==> config.mk <==
export PLATFORM = sky130hd
export DESIGN_NAME = rbd_ram
export DESIGN_NICKNAME = d
export VERILOG_FILES = /design/src/design/rbd_ram.sv
export SDC_FILE = /design/constraint.sdc
export NUM_CORES = 1
export LEC_CHECK = 0
export ABC_AREA = 1
export BUFFER_PORTS_ARGS = -buffer_cell sky130_fd_sc_hd__buf_2
export CAP_MARGIN = 10
export CORE_MARGIN = 4
export CORE_UTILIZATION = 55
export CTS_CLUSTER_DIAMETER = 120
export DETAILED_ROUTE_END_ITERATION = 10
export PLACE_DENSITY = 0.72
export SYNTH_ARGS = -nofsm -noshare
export SYNTH_HDL_FRONTEND = slang
export SYNTH_SLANG_ARGS = --single-unit
==> constraint.sdc <==
create_clock -name clk -period 1.75 [get_ports clk]
set_clock_uncertainty 0.15 [all_clocks]
set_input_delay 0.175 -clock clk [delete_from_list [all_inputs] [get_ports clk]]
set_output_delay 0.175 -clock clk [all_outputs]
set_load 0.005 [all_outputs]
==> src/design/rbd_ram.sv <==
// Generic single-port synchronous RAM with registered read.
`timescale 1ns / 1ps
module rbd_ram #(
	parameter int WIDTH = 8,
	parameter int DEPTH = 16
) (
	input  logic                     clk,
	input  logic                     we,
	input  logic                     re,
	input  logic [$clog2(DEPTH)-1:0] addr,
	input  logic [WIDTH-1:0]         wdata,
	output logic [WIDTH-1:0]         rdata
);

	logic [WIDTH-1:0] mem_q [DEPTH];

	always_ff @(posedge clk) begin
		if (we) begin
			mem_q[addr] <= wdata;
		end
		if (re) begin
			rdata <= mem_q[addr];
		end
	end

endmodule

==> impl.org <==
** Outcome
- The flow ran to the end, and the final reports show no timing, DRC or antenna violations.

** GRT
- The via count of the first global-routing pass was 3721.
- Largest net degree at the start of global routing :: 33
- All-layer global routing usage :: 22.03%
- The first global-routing pass estimated 19200 um of wire.
- The number of antenna violations at the first check in global routing came to 0.
- Leftover overflow at the end of global routing :: 0

** Drt
- Met1 Wirelength :: 5430 um
- Dividing the detail-routed wire length by the instance count gives 15.65 um.
- Amount of wire on met3 after detailed routing :: 797 um
- DR vias :: 3794
- Detailed-routing iteration count for the pre-antenna-repair pass :: 4
- Detail Route Antenna Nets :: 0
- Drt total wl :: 11790 um
- For this run, design rule violations remaining after detail routing come to 0.
- Top Layer Used :: met4
- Dividing the detail-routed via count by the number of cells gives 5.039.
- Routed length on met2 :: 5302 um
- In this run, the number of DRC markers left after iteration 0 of detailed routing was 271.

** Pwr
- The clock network burns 45.6% of the power.
- Sequential Power Share :: 48.3%
- For this design the static power due to leakage is 2.928 nW.
- For this design the total switching power over the nets is 1.531 mW.
- Cell internal power was estimated by the tool at 6.111 mW.
- In this run, the combinational gates consume 6.0% of the power.
- Net switching is 20.04% of the power.
- VDD sags by at most 0.7654 mV.
- Power spread over the standard cell area amounts to 1131 nW/um^2.

** Timing
- Based on the critical path, the design can be clocked at up to 0.7186 GHz.
- After routing, the total negative slack on setup checks comes to 0 ns.
- At the pin with the least slew margin, the transition time is 0.3980 ns.
- Unrepaired setup endpoints after global routing :: false
- The final critical path takes up 79.52% of the cycle.
- Setup violation total in the final timing report :: 0
- Final hold violation count :: 0
- For the finished layout, the period the worst path requires is 1.392 ns.
- The total count of max-transition violations in the final report is 0.
- In this run the tightest slew margin relative to its limit is 73.47%.
- Worst Setup Slack, final :: 0.3585 ns

** Worst setup path
- Data on the critical path is required at its endpoint by 1.42 ns.
- Startpoint of the worst setup timing path :: rdata[7]
- CP max FO :: 1
- For the worst setup path, the data arrival time is 1.07 ns.
- The critical path in this run is classified as reg -> out.
- Cell class contributing the biggest share of worst-path delay :: flip-flops
- Startpoint type of the worst setup path :: register
- In this run the critical register-to-register path is launched from mem_q[15][1].
- Max stage delay on crit path :: 0.40 ns
- CP max-delay cell :: sky130_fd_sc_hd__edfxtp_1
- Endpoint type of the worst setup path :: primary output
- The signal on the critical path passes through buf_2.
- Buffering stage count on the worst path with inverters included :: 1

** Yosys
- EDFF count, synth :: 136
- Among all flip-flop cells after synthesis, the most frequent one is sky130_fd_sc_hd__edfxtp_1.
- Yosys top cell by area :: sky130_fd_sc_hd__edfxtp_1
- The commonest cells after synthesis are sky130_fd_sc_hd__nand2_1 (346), sky130_fd_sc_hd__edfxtp_1 (136), sky130_fd_sc_hd__inv_1 (21), sky130_fd_sc_hd__nor2_1 (18), sky130_fd_sc_hd__buf_2 (12).
- #FFs+latches synth :: 136
- Syn_area_per_cell :: 10.35 sq um
- Area of the mapped netlist :: 5673 sq um
- Post-synthesis net count :: 563
- In the synthesized netlist, the number of instances is 548.
- In the post-synthesis netlist, the biggest area contributors are sky130_fd_sc_hd__edfxtp_1 (72%), sky130_fd_sc_hd__nand2_1 (23%), sky130_fd_sc_hd__inv_1 (1.4%), sky130_fd_sc_hd__nor2_1 (1.2%), sky130_fd_sc_hd__buf_2 (1.1%).
- Yosys instantiated no cell more often than sky130_fd_sc_hd__nand2_1.
- After synthesis, the share of flip-flops with an asynchronous set or reset is 0%.
- After synthesis, the netlist uses 10 different library cells.
- Portion of the post-synthesis area used by sequential elements :: 71.99%
- Area share of the leading cell type in the synthesized netlist :: 71.99%
- Count of warnings emitted by yosys :: 0

** Clock network
- Buffers inserted during post-CTS setup optimization :: 0
- Clock transition at the registers of the reported paths :: 0.05 ns
- Clk Latency, worst-skew pair :: 0.52 ns
- Depth of the CTS H-tree :: 4
- Buffers inserted during clock tree synthesis total 17.
- CTS tree :: done
- Cell at the root of the clock tree :: sky130_fd_sc_hd__clkbuf_8
- Once the clock tree was built, the resizer swapped 0 gates to a different size.
- CTS saw 136 sinks.
- Hold repair after CTS inserted 9 buffers.
- The clock passes through at most 2 buffers.

** Finish
- Area overhead of the layout relative to synthesis :: 19.10%
- Total Nets Final :: 622
- Counting the fill cells in the layout gives 746.
- The repair_antennas step left the layout with diodes totalling 0.
- The post-route netlist has 12.42% of its cells at a drive strength greater than 1.

** Placement
- The count of buffers added on input and output ports is 22.
- After legalization and detailed placement, the total HPWL measured 7649 um.
- Routability-driven placement congestion ratio :: 0.9367
- Setup slack at placement :: 0.2596 ns

** Die
- In this run the core area contains 36 standard-cell rows.
- Initial Util :: 57.25%
- Core region area :: 9910 sq um
- Count of boundary I/O pins :: 23
- The die is 109.6 um tall.
- In this run the horizontal extent of the chip is 109.6 um.
- The floorplan step defined a die boundary enclosing 12000 sq um.

** Worst hold path
- The path class of the tightest hold or removal check is in -> reg.
- Start point of the worst hold path :: addr[1]

** Flow run
- Across the run, the number of max-cap violations was 0.
sequential cells by signal (all words and copies together), names as in the netlist:
signal / cells
mem_q: 128
rdata: 8
layer usage:
layer | track usage (%) | vias to the layer above
li1 | - | 1876
met1 | 31.28 | 1772
met2 | 32.78 | 123
met3 | 5.520 | 23
met4 | 9.083 | 0
met5 | 0 | -
logic make-up (layout without fill, tap and decap cells):
group / count (synthesis) / in the layout / share of synthesized area [%]
simple gates: 368 / 368 / 24.44
flops: 136 / 136 / 71.99
buf+inv: 44 / 116 / 3.573
worst reg2reg max path, stage by stage (launching register included):
cell	delay [ns]
sky130_fd_sc_hd__edfxtp_1	0.36
sky130_fd_sc_hd__nand2_1	0.09
sky130_fd_sc_hd__nand2_1	0.06
sky130_fd_sc_hd__nand2_1	0.06
sky130_fd_sc_hd__nand2_1	0.05
sky130_fd_sc_hd__nand2_1	0.08
sky130_fd_sc_hd__nand2_1	0.07
sky130_fd_sc_hd__inv_1	0.07
sky130_fd_sc_hd__nand2_1	0.06
per-stage QoR:
stage	util (%)	cell area [sq um]	cells	power, mW	hold slack (ns)
global route	68.18	6756	753	7.918	0.2178
floorplan	-	5673	548	4.008	0.1239
global placement	61.39	6083	712	4.195	0.3771
finish	68.18	6756	753	7.642	0.1984
detailed placement	61.39	6083	712	4.201	0.3805
CTS	68.18	6756	753	7.694	0.1674
layout by cell type (no fill, tap or decap):
cell type                         n
sky130_fd_sc_hd__inv_1           21
sky130_fd_sc_hd__buf_12           2
sky130_fd_sc_hd__clkinv_4         1
sky130_fd_sc_hd__clkinv_1         5
sky130_fd_sc_hd__clkbuf_1         4
sky130_fd_sc_hd__nand2_1        346
sky130_fd_sc_hd__buf_2           22
sky130_fd_sc_hd__edfxtp_1       136
sky130_fd_sc_hd__clkbuf_16       16
sky130_fd_sc_hd__buf_4           28
sky130_fd_sc_hd__dlygate4sd3_1    9
sky130_fd_sc_hd__clkinv_2         2
sky130_fd_sc_hd__inv_2            1
sky130_fd_sc_hd__clkbuf_8         1
sky130_fd_sc_hd__nand3_1          4
sky130_fd_sc_hd__bufinv_16        4
sky130_fd_sc_hd__nor2_1          18
path summary, 6_finish.rpt:
kind / end / slack [ns] / cells after the start
max: rdata[7] / 0.36 / 1
min: rdata[7] / 0.20 / 8
max reg2reg: rdata[1] / 0.46 / 8
min reg2reg: rdata[7] / 0.64 / 8
power by group through the flow:
stage	clock network, mW	registers [mW]	logic, mW
2_1_floorplan	0	3.76	0.251
3_3_place_gp	0	3.76	0.436
3_5_place_dp	0	3.76	0.441
4_1_cts	3.54	3.69	0.459
5_1_grt	3.70	3.70	0.524
6_report	3.49	3.69	0.461
final cells by class:
cell class | count | area [sq um] | area share [%]
timing repair buffer | 61 | 450.4 | 6.667
multi-input combinational | 368 | 1386 | 20.52
clock inverter | 11 | 153.9 | 2.278
sequential | 136 | 4084 | 60.44
tap | 133 | 166.4 | 2.463
clock buffer | 21 | 429.2 | 6.352
inverter | 23 | 86.33 | 1.278
Note: power is estimated with default switching activity, not from simulation.
