==> config.mk <==
export PLATFORM = sky130hd
export DESIGN_NAME = rbd_seq
export DESIGN_NICKNAME = d
export VERILOG_FILES = /design/src/design/rbd_pkg.sv /design/src/design/rbd_seq.sv
export SDC_FILE = /design/constraint.sdc
export NUM_CORES = 1
export LEC_CHECK = 0
export BUFFER_PORTS_ARGS = -buffer_cell sky130_fd_sc_hd__buf_2
export CAP_MARGIN = 25
export CORE_ASPECT_RATIO = 2
export CORE_UTILIZATION = 57
export CTS_CLUSTER_SIZE = 25
export DETAILED_ROUTE_END_ITERATION = 10
export PLACE_DENSITY = 0.86
export RECOVER_POWER = 25
export REMOVE_ABC_BUFFERS = 1
export SETUP_SLACK_MARGIN = 0.05
export SYNTH_ARGS = -nofsm -noshare
export SYNTH_HDL_FRONTEND = slang
export SYNTH_SLANG_ARGS = --single-unit
==> constraint.sdc <==
create_clock -name clk -period 3.3 [get_ports clk]
set_clock_uncertainty 0.15 [all_clocks]
set_input_delay 0.165 -clock clk [delete_from_list [all_inputs] [get_ports clk]]
set_output_delay 0.165 -clock clk [all_outputs]
set_load 0.01 [all_outputs]
==> src/design/rbd_pkg.sv <==
// Shared constants, mode codes and control types for the 2x2 RGB downsampler.
`timescale 1ns / 1ps
package rbd_pkg;

	localparam int MAX_SIZE   = 1024;
	localparam int PAIR_DEPTH = MAX_SIZE / 2;
	localparam int CNT_W      = $clog2(MAX_SIZE);
	localparam int IDX_W      = $clog2(PAIR_DEPTH);
	localparam int SIZE_W     = CNT_W + 1;
	localparam int CFG_W      = 11;
	localparam int CFG_IDX_W  = 2;
	localparam int CH_W       = 8;
	localparam int PIX_W      = 3 * CH_W;
	localparam int SUM_CH_W   = CH_W + 1;
	localparam int SUM_W      = 3 * SUM_CH_W;

	localparam logic [CFG_IDX_W-1:0] REG_IMAGE_WIDTH  = CFG_IDX_W'(0);
	localparam logic [CFG_IDX_W-1:0] REG_IMAGE_HEIGHT = CFG_IDX_W'(1);

	typedef logic [1:0] mode_t;
	localparam mode_t MODE_QUAD = 2'd0;
	localparam mode_t MODE_HORZ = 2'd1;
	localparam mode_t MODE_VERT = 2'd2;
	localparam mode_t MODE_ONE  = 2'd3;

	typedef struct packed {
		logic  emit;
		logic  last;
		mode_t mode;
	} ctrl_t;

endpackage

==> src/design/rbd_seq.sv <==
// Frame position counters, size registers and per-pixel action decode.
`timescale 1ns / 1ps
module rbd_seq (
	input  logic                           clk,
	input  logic                           arst_n,
	input  logic                           cfg_we,
	input  logic [rbd_pkg::CFG_IDX_W-1:0]  cfg_index,
	input  logic [rbd_pkg::CFG_W-1:0]      cfg_data,
	input  logic                           accept,
	input  logic [rbd_pkg::PIX_W-1:0]      pixel,
	output rbd_pkg::ctrl_t                 ctrl,
	output logic [rbd_pkg::PIX_W-1:0]      left_pixel,
	output logic                           mem_we,
	output logic                           mem_re,
	output logic [rbd_pkg::IDX_W-1:0]      mem_addr,
	output logic [rbd_pkg::SUM_W-1:0]      mem_wdata
);

	localparam int EXT_W = (rbd_pkg::CFG_W > rbd_pkg::SIZE_W) ? rbd_pkg::CFG_W
		: rbd_pkg::SIZE_W;

	logic [rbd_pkg::SIZE_W-1:0] width_q, height_q, size_eff;
	logic [rbd_pkg::CNT_W-1:0]  col_q, row_q;
	logic [rbd_pkg::PIX_W-1:0]  left_q;
	logic [EXT_W-1:0]           cfg_ext;
	logic [rbd_pkg::CNT_W-1:0]  half_w, half_h;
	logic [rbd_pkg::SIZE_W-1:0] col_inc, row_inc;
	logic                       wide, tall, col_in, row_in, wr_upper, rd_upper;

	// clamp a written size into 1..MAX_SIZE
	always_comb begin
		cfg_ext = EXT_W'(cfg_data);
		if (cfg_ext == '0) begin
			size_eff = rbd_pkg::SIZE_W'(1);
		end else if (cfg_ext > EXT_W'(rbd_pkg::MAX_SIZE)) begin
			size_eff = rbd_pkg::SIZE_W'(rbd_pkg::MAX_SIZE);
		end else begin
			size_eff = rbd_pkg::SIZE_W'(cfg_ext);
		end
	end

	always_comb begin
		wide    = width_q > rbd_pkg::SIZE_W'(1);
		tall    = height_q > rbd_pkg::SIZE_W'(1);
		half_w  = wide ? width_q[rbd_pkg::SIZE_W-1:1] : rbd_pkg::CNT_W'(1);
		half_h  = tall ? height_q[rbd_pkg::SIZE_W-1:1] : rbd_pkg::CNT_W'(1);
		col_in  = rbd_pkg::CNT_W'(col_q[rbd_pkg::CNT_W-1:1]) < half_w;
		row_in  = rbd_pkg::CNT_W'(row_q[rbd_pkg::CNT_W-1:1]) < half_h;
		col_inc = rbd_pkg::SIZE_W'(col_q) + rbd_pkg::SIZE_W'(1);
		row_inc = rbd_pkg::SIZE_W'(row_q) + rbd_pkg::SIZE_W'(1);

		ctrl.emit = 1'b0;
		ctrl.last = 1'b0;
		ctrl.mode = rbd_pkg::MODE_ONE;
		wr_upper  = 1'b0;
		rd_upper  = 1'b0;
		if (wide && tall) begin
			ctrl.mode = rbd_pkg::MODE_QUAD;
			if (col_q[0] && col_in && row_in) begin
				wr_upper  = !row_q[0];
				rd_upper  = row_q[0];
				ctrl.emit = row_q[0];
				ctrl.last = (rbd_pkg::CNT_W'(col_q[rbd_pkg::CNT_W-1:1]) == half_w - 1'b1)
					&& (rbd_pkg::CNT_W'(row_q[rbd_pkg::CNT_W-1:1]) == half_h - 1'b1);
			end
		end else if (wide) begin
			ctrl.mode = rbd_pkg::MODE_HORZ;
			ctrl.emit = col_q[0] && col_in;
			ctrl.last = rbd_pkg::CNT_W'(col_q[rbd_pkg::CNT_W-1:1]) == half_w - 1'b1;
		end else if (tall) begin
			ctrl.mode = rbd_pkg::MODE_VERT;
			if (row_in) begin
				wr_upper  = !row_q[0];
				rd_upper  = row_q[0];
				ctrl.emit = row_q[0];
				ctrl.last = rbd_pkg::CNT_W'(row_q[rbd_pkg::CNT_W-1:1]) == half_h - 1'b1;
			end
		end else begin
			ctrl.emit = 1'b1;
			ctrl.last = 1'b1;
		end
	end

	always_comb begin
		mem_we   = accept && wr_upper;
		mem_re   = accept && rd_upper;
		mem_addr = (ctrl.mode == rbd_pkg::MODE_VERT) ? '0 : col_q[rbd_pkg::CNT_W-1:1];
		for (int c = 0; c < 3; c++) begin
			if (ctrl.mode == rbd_pkg::MODE_VERT) begin
				mem_wdata[c*rbd_pkg::SUM_CH_W +: rbd_pkg::SUM_CH_W] =
					rbd_pkg::SUM_CH_W'(pixel[c*rbd_pkg::CH_W +: rbd_pkg::CH_W]);
			end else begin
				mem_wdata[c*rbd_pkg::SUM_CH_W +: rbd_pkg::SUM_CH_W] =
					rbd_pkg::SUM_CH_W'(left_q[c*rbd_pkg::CH_W +: rbd_pkg::CH_W])
					+ rbd_pkg::SUM_CH_W'(pixel[c*rbd_pkg::CH_W +: rbd_pkg::CH_W]);
			end
		end
	end

	assign left_pixel = left_q;

	always_ff @(posedge clk or negedge arst_n) begin
		if (!arst_n) begin
			width_q  <= rbd_pkg::SIZE_W'(1);
			height_q <= rbd_pkg::SIZE_W'(1);
			col_q    <= '0;
			row_q    <= '0;
			left_q   <= '0;
		end else if (cfg_we) begin
			// any size write restarts the frame
			if (cfg_index == rbd_pkg::REG_IMAGE_WIDTH) begin
				width_q <= size_eff;
				col_q   <= '0;
				row_q   <= '0;
			end else if (cfg_index == rbd_pkg::REG_IMAGE_HEIGHT) begin
				height_q <= size_eff;
				col_q    <= '0;
				row_q    <= '0;
			end
		end else if (accept) begin
			left_q <= pixel;
			if (col_inc >= width_q) begin
				col_q <= '0;
				row_q <= (row_inc >= height_q) ? '0 : rbd_pkg::CNT_W'(row_inc);
			end else begin
				col_q <= rbd_pkg::CNT_W'(col_inc);
			end
		end
	end

endmodule

==> flow_summary.yaml <==
layout:
  final_layout_size_suffix_gt1_share_pct: 26.68
  syn_to_final_growth_pct: 26.80
  fin_nets: 909
  final_cell_mix: "82 x buf_2, 67 x ha_1, 62 x inv_1, 56 x dfrtp_1, 55 x nand2_1"
  layout_commonest_cell: "buf_2"
setup_path:
  crit_type: "register to output pin"
  path_common_cell: "nor2_2"
  cp-start-kind: "register"
  crit_slowest_cell: "dfrtp_2"
  slowest_delay_ps: 440
  worst_setup_path_end_kind: "output pin"
  path_cells: "nor4_4, nand4_1, nor2_2, nor2_2, ha_2, xnor2_2, xnor2_1, a2111oi_4, o2111ai_2, nor3_2, o221a_1, buf_2"
  cp.required_ps: 2980
  arrival_ps: 3260
  cp_max_fo: 4
  reg2reg_depth: 11
yosys:
  yosys.area.top_type: "dfrtp_1"
  ys_seq_elements: 66
  synth_edf_count: 0
  synthTopCellsByArea: "dfrtp_1 28%, ha_1 15%, mux2_2 5.8%, xnor2_1 5.0%, o21ai_0 4.9%"
  synthAdderAreaFrac_pct: 16.10
  syn-cell-area_mm2: 0.005659
  synth_async_sr_flop_share_pct: 100.0
  synthMuxAreaShare_pct: 5.947
  yosys.area_share.simple_pct: 17.36
  netlist_instances: 643
  yosysTopAreaCellShare_pct: 28.30
  synth-xor-area-share_pct: 7.871
  synth_top_family_by_area: "simple AND/OR/NAND/NOR gates"
  avgSynthCellArea_um2: 8.801
  yosys_warnings: 0
  synth_compound_area_share_pct: 16.87
  ys.flop_type: "dfrtp_1"
  ys_types: 59
  ys_seq_area_share_pct: 29.23
place:
  portBuffers: 106
  dp_worst_setup_slack_ps: -47.91
  gp_congestion: 1.035
  dp.final_hpwl_mm: 12.68
route:
  wl_per_cell_um: 19.21
  vias: 5644
  totalWireLength_mm: 17.96
  drc: 0
  ant_nets: 0
  drt-pass1-iter-count: 5
  avgViaCountPerCell: 6.036
  drtIter0Drc: 271
power:
  p_int_mw: 2.277
  combPwrFrac_pct: 47.2
  seq_power_share_pct: 27.8
  switching_share_pct: 39.13
  pwr-share-clk_pct: 25.0
  ir_drop_mv: 0.4313
  power_switching_mw: 1.463
  power.density_mw_per_mm2: 521.2
  p_leak_nw: 3.448
  report.power.total_mw: 3.740
die:
  dieHeight_um: 142.9
  die_area_mm2: 0.01035
  rows: 51
  ioPinCount: 107
  core_mm2: 0.009699
  initial_core_util_pct: 58.35
  dieWidth_um: 72.46
clock_tree:
  cts_made_buffers: 9
  cts-root-buf: "clkbuf_16"
  h-tree-depth: 3
  cts_num_sinks: 66
  cts.reportedPaths.clkPinSlew_ps: 60
  clk_latency_ps: 330
  clockBufferDepth: 2
  tritoncts: "built"
timing:
  fin_ws_ps: -279.8
  slew_viol_final: 63
  setup_viol: 3
  worst_pin_slew_ps: 1839
  fmax_mhz: 279.3
  hold_viol_final: 0
  period_share_pct: 108.5
  rsz0062_at_grt: "yes"
  relSlewSlack_pct: -22.63
  fin_crit_ps: 3580
grt:
  antenna_found_initial: 1
  grt_pass1_wl_mm: 27.05
  grt_pass1_vias: 5789
  grt_usage_pct: 34.31
  overflow: 0
  grt_max_degree: 34
worst_hold_path:
  min_path_cells: 3
  hp-class: "input pin to register"
status:
  status: "finished with violations"
  violations: "max-capacitance violations, max-slew violations, negative setup slack"
job:
  drv_cap: 2
## power groups by stage
| stage | combinational [mW] | sequential [mW] | clock [mW] |
|---|---|---|---|
| floorplan | 0.937 | 1.06 | 0 |
| global placement | 1.45 | 1.03 | 0 |
| detailed placement | 1.52 | 1.04 | 0 |
| CTS | 1.62 | 1.03 | 0.940 |
| global route | 1.90 | 1.05 | 0.974 |
| finish | 1.76 | 1.04 | 0.935 |
## critical path, delay by kind of cell, from the launching register on
| kind | cells | cell delay [ps] |
|---|---|---|
| AO/OA/AOI/OAI | 3 | 730 |
| buffers and inverters | 1 | 140 |
| flip-flops | 1 | 440 |
| XOR/XNOR | 2 | 330 |
| adder cells (fa/ha/maj) | 1 | 220 |
| AND/OR/NAND/NOR | 5 | 1070 |
## cell type report
class | instances | area (um^2)
well taps | 132 | 165.2
repair buffers | 170 | 1035
clock inverters | 6 | 57.56
flip-flops and latches | 66 | 1664
clock buffers | 10 | 229.0
multi-input cells | 487 | 3786
inverters | 63 | 236.5
fillers | 714 | 2524
diodes | 1 | 2.502
## metrics by stage
stage	setup TNS [ps]	cells	cell area (um^2)	utilization [%]	hold WS, ps
2_1_floorplan	-5581	616	5520	-	-280.6
3_3_place_gp	0	880	6419	66.18	108.1
3_5_place_dp	-47.91	880	6419	66.18	126.9
4_1_cts	0	929	7064	72.83	12.64
5_1_grt	-829.5	935	7176	73.98	35.96
6_report	-580.5	935	7176	73.98	15.85
## cells in the mapped netlist (all sizes together), types with 10 or more instances
master	instances
ha	68
dfrtp	64
inv	63
o21ai	58
nand2	57
nor2	34
xnor2	33
mux2	29
nand3	23
a21oi	20
nand2b	19
clkbuf	18
xor2	17
a22o	13
and3	13
nor2b	13
nor3	13
a211oi	10
a21o	10
## sequential cells by signal, summed over array words and instances (netlist names)
register / count
col_q: 10
height_q: 11
left_pixel: 24
row_q: 10
width_q: 11
## what timing repair did
item,CTS,global route
hold endpoints to repair,52,0
hold buffers,23,0
setup buffers,10,5
resized for setup,17,24
pin swaps,10,13
setup endpoints to repair,3,24
## routing by layer
layer / track usage (%) / share of wire, % / wire (um) / vias up
li1: - / - / - / 2570
met1: 31.31 / 33 / 5945 / 2718
met2: 65.52 / 55 / 9851 / 257
met3: 5.716 / 4.6 / 819 / 99
met4: 24.15 / 7.5 / 1348 / 0
met5: 0 / 0 / 0 / -
## cells by family after synthesis
| logic type | Yosys count |
|---|---|
| compound gates | 144 |
| xor+xnor | 50 |
| simple gates | 192 |
| mux | 30 |
| fa+ha+maj | 71 |
| flops | 66 |
| buf+inv | 90 |
## path summary, 6_finish.rpt
path	from	to	slack (ps)
worst min-delay path	pixel[9]	left_pixel[9]$_DFFE_PN0P_	20
worst max-delay path	height_q[4]$_DFFE_PN0P_	ctrl[2]	-280
worst max register to register	row_q[1]$_DFFE_PN0P_	row_q[0]$_DFFE_PN0P_	180
worst min register to register	left_pixel[22]$_DFFE_PN0P_	left_pixel[22]$_DFFE_PN0P_	390
min in group asynchronous	arst_n	left_pixel[22]$_DFFE_PN0P_	720
max in group asynchronous	arst_n	width_q[8]$_DFFE_PN0P_	1080
(Power assumes the default switching activity.)
